## config.mk

```make
export PLATFORM = sky130hd
export DESIGN_NAME = reference_count_slot_manager_core
export DESIGN_NICKNAME = d
export VERILOG_FILES = /design/src/sv/rcsm_pkg.sv /design/src/sv/reference_count_slot_manager_core.sv
export SDC_FILE = /design/constraint.sdc
export NUM_CORES = 2
export LEC_CHECK = 0
export ABC_AREA = 1
export ABC_CLOCK_PERIOD_IN_PS = 4500
export BUFFER_PORTS_ARGS = -buffer_cell sky130_fd_sc_hd__buf_2
export CAP_MARGIN = 25
export CORE_MARGIN = 2
export CORE_UTILIZATION = 45
export CTS_BUF_LIST = sky130_fd_sc_hd__clkbuf_4
export CTS_CLUSTER_SIZE = 14
export DETAILED_ROUTE_END_ITERATION = 6
export PLACE_DENSITY = 0.66
export SLEW_MARGIN = 20
export SYNTH_ARGS = -nofsm -noshare
export SYNTH_HDL_FRONTEND = slang
export SYNTH_SLANG_ARGS = --single-unit
export TNS_END_PERCENT = 100
```

## constraint.sdc

```tcl
create_clock -name clk -period 4.5 [get_ports clk]
set_input_delay 0.45 -clock clk [delete_from_list [all_inputs] [get_ports clk]]
set_output_delay 0.45 -clock clk [all_outputs]
set_load 0.05 [all_outputs]
```

## src/sv/rcsm_pkg.sv

```systemverilog
`default_nettype none
package rcsm_pkg;

  localparam logic [1:0] OP_REASSIGN = 2'd0;
  localparam logic [1:0] OP_COLLECT  = 2'd1;
  localparam logic [1:0] OP_READ     = 2'd2;

  localparam logic [1:0] KIND_STATUS  = 2'd0;
  localparam logic [1:0] KIND_SLOT    = 2'd1;
  localparam logic [1:0] KIND_COLLECT = 2'd2;

  localparam int OP_W   = 2;
  localparam int IDX_W  = 4;
  localparam int IN_AW  = 32;
  localparam int OUT_AW = 32;

  typedef enum logic [2:0] {
    ST_IDLE,
    ST_RD_OLD,
    ST_SCAN,
    ST_WRITE,
    ST_RD_SLOT,
    ST_COLLECT
  } state_t;

endpackage
`default_nettype wire

```

## src/sv/reference_count_slot_manager_core.sv

```systemverilog
// Pointer-slot manager with reference counting. A request is taken when start is high and
// busy is low; results come out one per cycle on strobe and must be taken as they appear.
// A collect of n queued addresses gives them out one address a cycle. In a reassign, the
// reference count of the released address is the number of other slots still holding it,
// found by a scan of the slot memory, one entry per cycle through its single read port;
// a reassign of a slot holding null skips the scan. A slot index at or beyond SLOTS gets
// address 0 and busy stays low. Operation code 3 is dropped.
`default_nettype none
module reference_count_slot_manager_core
  import rcsm_pkg::*;
#(
  parameter int SLOTS         = 16,
  parameter int GARBAGE_DEPTH = 32,
  parameter int ADDRESS_WIDTH = 32
) (
  input  wire logic              clk,
  input  wire logic              rst,
  input  wire logic              start,
  output logic                   busy,
  input  wire logic [OP_W-1:0]   operation,
  input  wire logic [IDX_W-1:0]  slot_index,
  input  wire logic [IN_AW-1:0]  new_address,
  output logic                   strobe,
  output logic [1:0]             result_kind,
  output logic [OUT_AW-1:0]      address,
  output logic                   queue_full,
  output logic                   queue_empty,
  output logic                   last
);

  localparam int SW = (SLOTS > 1) ? $clog2(SLOTS) : 1;
  localparam int QW = (GARBAGE_DEPTH > 1) ? $clog2(GARBAGE_DEPTH) : 1;
  localparam int FW = $clog2(GARBAGE_DEPTH + 1);
  localparam int AW = ADDRESS_WIDTH;

  logic [AW-1:0] slot_mem [SLOTS];
  logic [SLOTS-1:0] slot_valid;
  logic [AW-1:0] slot_q;
  logic          slot_vq;
  logic [AW-1:0] slot_data;

  logic [AW-1:0] queue_mem [GARBAGE_DEPTH];
  logic [AW-1:0] queue_q;

  state_t        state, state_next;
  logic [SW-1:0] idx_r, idx_r_next;
  logic [AW-1:0] naddr_r, naddr_r_next;
  logic [AW-1:0] old_r, old_r_next;
  logic          found, found_next;
  logic [SW-1:0] cmp_idx, cmp_idx_next;
  logic [FW-1:0] q_cnt, q_cnt_next;
  logic [FW-1:0] fill, fill_next;

  logic              strobe_next;
  logic [1:0]        result_kind_next;
  logic [OUT_AW-1:0] address_next;
  logic              queue_full_next;
  logic              queue_empty_next;
  logic              last_next;

  logic          slot_re, slot_we;
  logic [SW-1:0] slot_raddr;
  logic          q_re, q_we;
  logic [QW-1:0] q_raddr;

  logic          idx_ok;
  logic [SW-1:0] idx_in;
  logic [AW-1:0] naddr_in;
  logic          hit;

  assign idx_ok    = (32'(slot_index) < SLOTS);
  assign idx_in    = SW'(slot_index);
  assign naddr_in  = AW'(new_address);
  assign slot_data = slot_vq ? slot_q : '0;
  assign hit       = (slot_data == old_r) && (cmp_idx != idx_r);
  assign busy      = (state != ST_IDLE);

  always_ff @(posedge clk) begin
    if (slot_re) begin
      slot_q  <= slot_mem[slot_raddr];
      slot_vq <= slot_valid[slot_raddr];
    end
    if (slot_we) begin
      slot_mem[idx_r] <= naddr_r;
    end
  end

  always_ff @(posedge clk) begin
    if (rst) begin
      slot_valid <= '0;
    end else if (slot_we) begin
      slot_valid[idx_r] <= 1'b1;
    end
  end

  always_ff @(posedge clk) begin
    if (q_re) begin
      queue_q <= queue_mem[q_raddr];
    end
    if (q_we) begin
      queue_mem[fill[QW-1:0]] <= old_r;
    end
  end

  always_ff @(posedge clk) begin
    if (rst) begin
      state  <= ST_IDLE;
      fill   <= '0;
      strobe <= 1'b0;
    end else begin
      state  <= state_next;
      fill   <= fill_next;
      strobe <= strobe_next;
    end
  end

  always_ff @(posedge clk) begin
    idx_r       <= idx_r_next;
    naddr_r     <= naddr_r_next;
    old_r       <= old_r_next;
    found       <= found_next;
    cmp_idx     <= cmp_idx_next;
    q_cnt       <= q_cnt_next;
    result_kind <= result_kind_next;
    address     <= address_next;
    queue_full  <= queue_full_next;
    queue_empty <= queue_empty_next;
    last        <= last_next;
  end

  always_comb begin
    state_next       = state;
    idx_r_next       = idx_r;
    naddr_r_next     = naddr_r;
    old_r_next       = old_r;
    found_next       = found;
    cmp_idx_next     = cmp_idx;
    q_cnt_next       = q_cnt;
    fill_next        = fill;
    strobe_next      = 1'b0;
    result_kind_next = result_kind;
    address_next     = address;
    queue_full_next  = queue_full;
    queue_empty_next = queue_empty;
    last_next        = last;
    slot_re          = 1'b0;
    slot_raddr       = idx_in;
    slot_we          = 1'b0;
    q_re             = 1'b0;
    q_raddr          = '0;
    q_we             = 1'b0;

    unique case (state)
      ST_IDLE: begin
        if (start) begin
          case (operation)
            OP_REASSIGN: begin
              if (!idx_ok) begin
                strobe_next      = 1'b1;
                result_kind_next = KIND_STATUS;
                address_next     = '0;
                queue_full_next  = 1'b0;
                queue_empty_next = 1'b0;
                last_next        = 1'b1;
              end else begin
                idx_r_next   = idx_in;
                naddr_r_next = naddr_in;
                slot_re      = 1'b1;
                slot_raddr   = idx_in;
                state_next   = ST_RD_OLD;
              end
            end
            OP_COLLECT: begin
              if (fill == '0) begin
                strobe_next      = 1'b1;
                result_kind_next = KIND_COLLECT;
                address_next     = '0;
                queue_full_next  = 1'b0;
                queue_empty_next = 1'b1;
                last_next        = 1'b1;
              end else begin
                q_re       = 1'b1;
                q_raddr    = '0;
                q_cnt_next = FW'(1);
                state_next = ST_COLLECT;
              end
            end
            OP_READ: begin
              if (!idx_ok) begin
                strobe_next      = 1'b1;
                result_kind_next = KIND_SLOT;
                address_next     = '0;
                queue_full_next  = 1'b0;
                queue_empty_next = 1'b0;
                last_next        = 1'b1;
              end else begin
                slot_re    = 1'b1;
                slot_raddr = idx_in;
                state_next = ST_RD_SLOT;
              end
            end
            default: ;
          endcase
        end
      end
      ST_RD_SLOT: begin
        strobe_next      = 1'b1;
        result_kind_next = KIND_SLOT;
        address_next     = OUT_AW'(slot_data);
        queue_full_next  = 1'b0;
        queue_empty_next = 1'b0;
        last_next        = 1'b1;
        state_next       = ST_IDLE;
      end
      ST_RD_OLD: begin
        old_r_next = slot_data;
        found_next = 1'b0;
        if (slot_data == '0) begin
          state_next = ST_WRITE;
        end else begin
          slot_re      = 1'b1;
          slot_raddr   = '0;
          cmp_idx_next = '0;
          state_next   = ST_SCAN;
        end
      end
      ST_SCAN: begin
        found_next = found | hit;
        if (cmp_idx == SW'(SLOTS - 1)) begin
          state_next = ST_WRITE;
        end else begin
          slot_re      = 1'b1;
          slot_raddr   = cmp_idx + SW'(1);
          cmp_idx_next = cmp_idx + SW'(1);
        end
      end
      ST_WRITE: begin
        slot_we          = 1'b1;
        queue_full_next  = 1'b0;
        // old address dies when no other slot still holds it
        if (old_r != '0 && !found) begin
          if (fill < FW'(GARBAGE_DEPTH)) begin
            q_we      = 1'b1;
            fill_next = fill + FW'(1);
          end else begin
            queue_full_next = 1'b1;
          end
        end
        strobe_next      = 1'b1;
        result_kind_next = KIND_STATUS;
        address_next     = OUT_AW'(naddr_r);
        queue_empty_next = 1'b0;
        last_next        = 1'b1;
        state_next       = ST_IDLE;
      end
      ST_COLLECT: begin
        strobe_next      = 1'b1;
        result_kind_next = KIND_COLLECT;
        address_next     = OUT_AW'(queue_q);
        queue_full_next  = 1'b0;
        queue_empty_next = 1'b0;
        last_next        = (q_cnt == fill);
        if (q_cnt == fill) begin
          fill_next  = '0;
          state_next = ST_IDLE;
        end else begin
          q_re       = 1'b1;
          q_raddr    = q_cnt[QW-1:0];
          q_cnt_next = q_cnt + FW'(1);
        end
      end
      default: state_next = ST_IDLE;
    endcase
  end

endmodule
`default_nettype wire

```

==> qor.csv <==
metric,value,unit
routabilityCongestion,0.865,
fin_crit_sh,0.869,
worst_r2r_endpoint,slot_q[23]$_DFFE_PP_,
avgSynthCellArea,10.9,um2
min_to,naddr_r[19]$_DFFE_PP_,
gr-total-overflow,0,
fin_cells,9777,
drt_iter0_markers,6798,
tightest_slew,1130,ps
worstSetupStartpointType,flip-flop,
ys_seq_elements,1743,
hold_viol_final,0,
synth-xor-area-share,0.00480,
yosys.area_share.simple,0.215,
postSynth.asyncResetShare,0,
tns,0,ps
routed-via-count,53100,
wl,217000,um
setup_slack,588,ps
synthAdderAreaFrac,0.00151,
die_height,412,um
ctsResizeCount,0,
synth-seq-area-share,0.697,
max-cap-violations,0,
syn_inst,6880,
start_util,0.453,
clkPwrFrac,0.367,
std_cell_rows,149,
postRouteAntennaNets,0,
r2r_start,slot_vq$_DFFE_PP_,
synthDistinctLibCells,40,
setup_viol_count_final,0,
fin_crit,3910,ps
design_area,0.0844,mm2
synthesis.area,0.0747,mm2
hp-start,new_address[19],
synth_top_family_by_area,simple AND/OR/NAND/NOR gates,
pwr-share-comb,0.103,
clkSinkCount,1743,
whs,294,ps
slew-limit-headroom,0.246,
dp_hpwl,115000,um
clock_tree.root_cell,clkbuf_4,
cts_tree,done,
synth_mux_area_frac,0,
grt_max_degree,195,
htreeDepth,5,
hold_depth,3,
die_w,412,um
switching_share,0.263,
power_density,412,mW/mm2
required,5580,ps
reg2reg_slack,590,ps
antenna_found_initial,8,
synthFlopType,edfxtp_1,
area_growth,13.0,%
timing_worst_setup_path_type,reg2reg,
ioPinCount,80,
grt_pass1_wl,319000,um
p_leak,34.4,nW
end_kind,flip-flop,
p_int,25.6,mW
worst_ir_drop_vdd,0.316,mV
drive_above_1_share,0.133,
die_area,0.169,mm2
design.final.nets,7343,
post_dp_cell_area,0.0783,mm2
arrival,5000,ps
clk_latency,1390,ps
fin_skew,187,ps
syn_nets,6930,
min_path_type,in2reg,
status,"finished, final reports clean",
ys_warn_count,0,
max_freq,256,MHz
synth-edff-count,1717,
track_usage,0.252,
dr.pass1.iters,6,
wl_per_cell,22.2,um
grt_setup_unrepaired,false,
cts_buffers,442,
port_buffers,79,
utilization,0.512,
crit_fanout,49,
post-place-ws,673,ps
dp_cells,8955,
synth-compound-area-share,0.00882,
drc,0,
vias_per_cell,5.43,
post_cts_buffers,0,
power,34.8,mW
grt_pass1_vias,50800,
max-clock-path-buffers,4,
p_seq_frac,0.531,
rr_worst_depth,15,
clk_transition_reported_paths,70,ps
coreArea,0.165,mm2
maxSlewViolCount,0,
p_switching,9.14,mW
## logic make-up after synthesis
| logic type | count (synthesis) |
|---|---|
| simple gates | 3645 |
| xor+xnor | 41 |
| compound gates | 92 |
| flops | 1743 |
| fa+ha+maj | 9 |
| buf+inv | 1350 |
## timing repair
action	CTS	global route
setup endpoints to repair	0	0
hold buffers	81	0
hold endpoints to repair	161	0
## power by group through the flow
stage	Sequential (mW)	Clock [mW]	Combinational, mW
detailed placement	18.8	0	3.43
floorplan	19.0	0	1.96
global route	18.5	13.8	3.84
finish	18.5	12.8	3.57
CTS	18.5	13.0	3.50
global placement	18.8	0	3.39
## cells in the mapped netlist (all sizes together), types with 2 or more instances
cell    instances  area (um2)
xor2           17         149
o21ai           6        30.0
nand3b        133        1000
nor3           15        85.1
o22ai           2        26.3
a21oi          14        73.8
edfxtp       1717       51600
clkbuf         98         368
nor2          127         492
nor4           14        87.6
inv           967        3630
nand2        1995        7530
nand3        1352        6790
xnor2          24         210
o21bai          2        18.8
o211ai         64         480
nand4           7        43.8
dfxtp          26         521
ha              9         113
buf           285        1490
## registers in the layout (all words and copies together) (netlist names)
register,cells
address,32
cmp_idx,4
fill,6
found,1
idx_r,4
last,1
naddr_r,32
old_r,32
q_cnt,6
queue_empty,1
queue_full,1
queue_mem,1024
queue_q,32
result_kind,2
slot_mem,512
slot_q,32
slot_valid,16
slot_vq,1
state,3
strobe,1
## layer usage
layer / share of wire / vias to the layer above / GRT usage / routed length, um
li1: - / 24100 / - / -
met1: 0.39 / 25500 / 0.340 / 85300
met2: 0.47 / 3033 / 0.397 / 101000
met3: 0.11 / 446 / 0.0567 / 23100
met4: 0.034 / 8 / 0.102 / 7290
met5: 0.00022 / - / 0 / 48
## area by class of cell
class                           instances  area, um2
Fill cell                           14400      80600
Clock buffer                          609       4570
Antenna cell                            7       17.5
Inverter                              967       3660
Tap cell                             2189       2740
Multi-Input combinational cell       3787      17700
Sequential cell                      1743      52100
Clock inverter                        123        623
Timing Repair Buffer                  352       3070
## critical path, cell delays in order (launching register included)
cell      delay, ps
edfxtp_1        320
buf_4           490
nand2_1         440
nand2_1         170
nor2_1           50
nand2_1          60
nor2_1           50
nand3_2         140
nand3_4         210
nand2_4         560
buf_4           500
nand2_1          90
nand3_1          90
nand3_1          90
nand3_1         200
nand2_1          70
## how the worst max path moves through the flow
stage / from / endpoint / slack, ps / cells after the start
floorplan: state[0]$_SDFFE_PP0P_ / address[0]$_DFFE_PP_ / 400 / 5
finish: slot_vq$_DFFE_PP_ / slot_q[23]$_DFFE_PP_ / 590 / 15
detailed placement: slot_vq$_DFFE_PP_ / slot_q[21]$_DFFE_PP_ / 670 / 13
global placement: slot_vq$_DFFE_PP_ / slot_q[21]$_DFFE_PP_ / 700 / 13
global route: slot_vq$_DFFE_PP_ / slot_q[23]$_DFFE_PP_ / 440 / 15
CTS: slot_vq$_DFFE_PP_ / slot_q[21]$_DFFE_PP_ / 670 / 13
## layout by cell type (no fill, tap or decap), types with 74 or more instances in the layout
cell type,instances
nand2_1,1979
buf_2,79
nor2_1,74
clkbuf_4,609
nand3b_1,132
dlygate4sd3_1,81
edfxtp_1,1717
buf_4,159
nand3_1,1348
clkinv_1,90
inv_1,953
No activity file was read; power rests on OpenSTA's default activity.
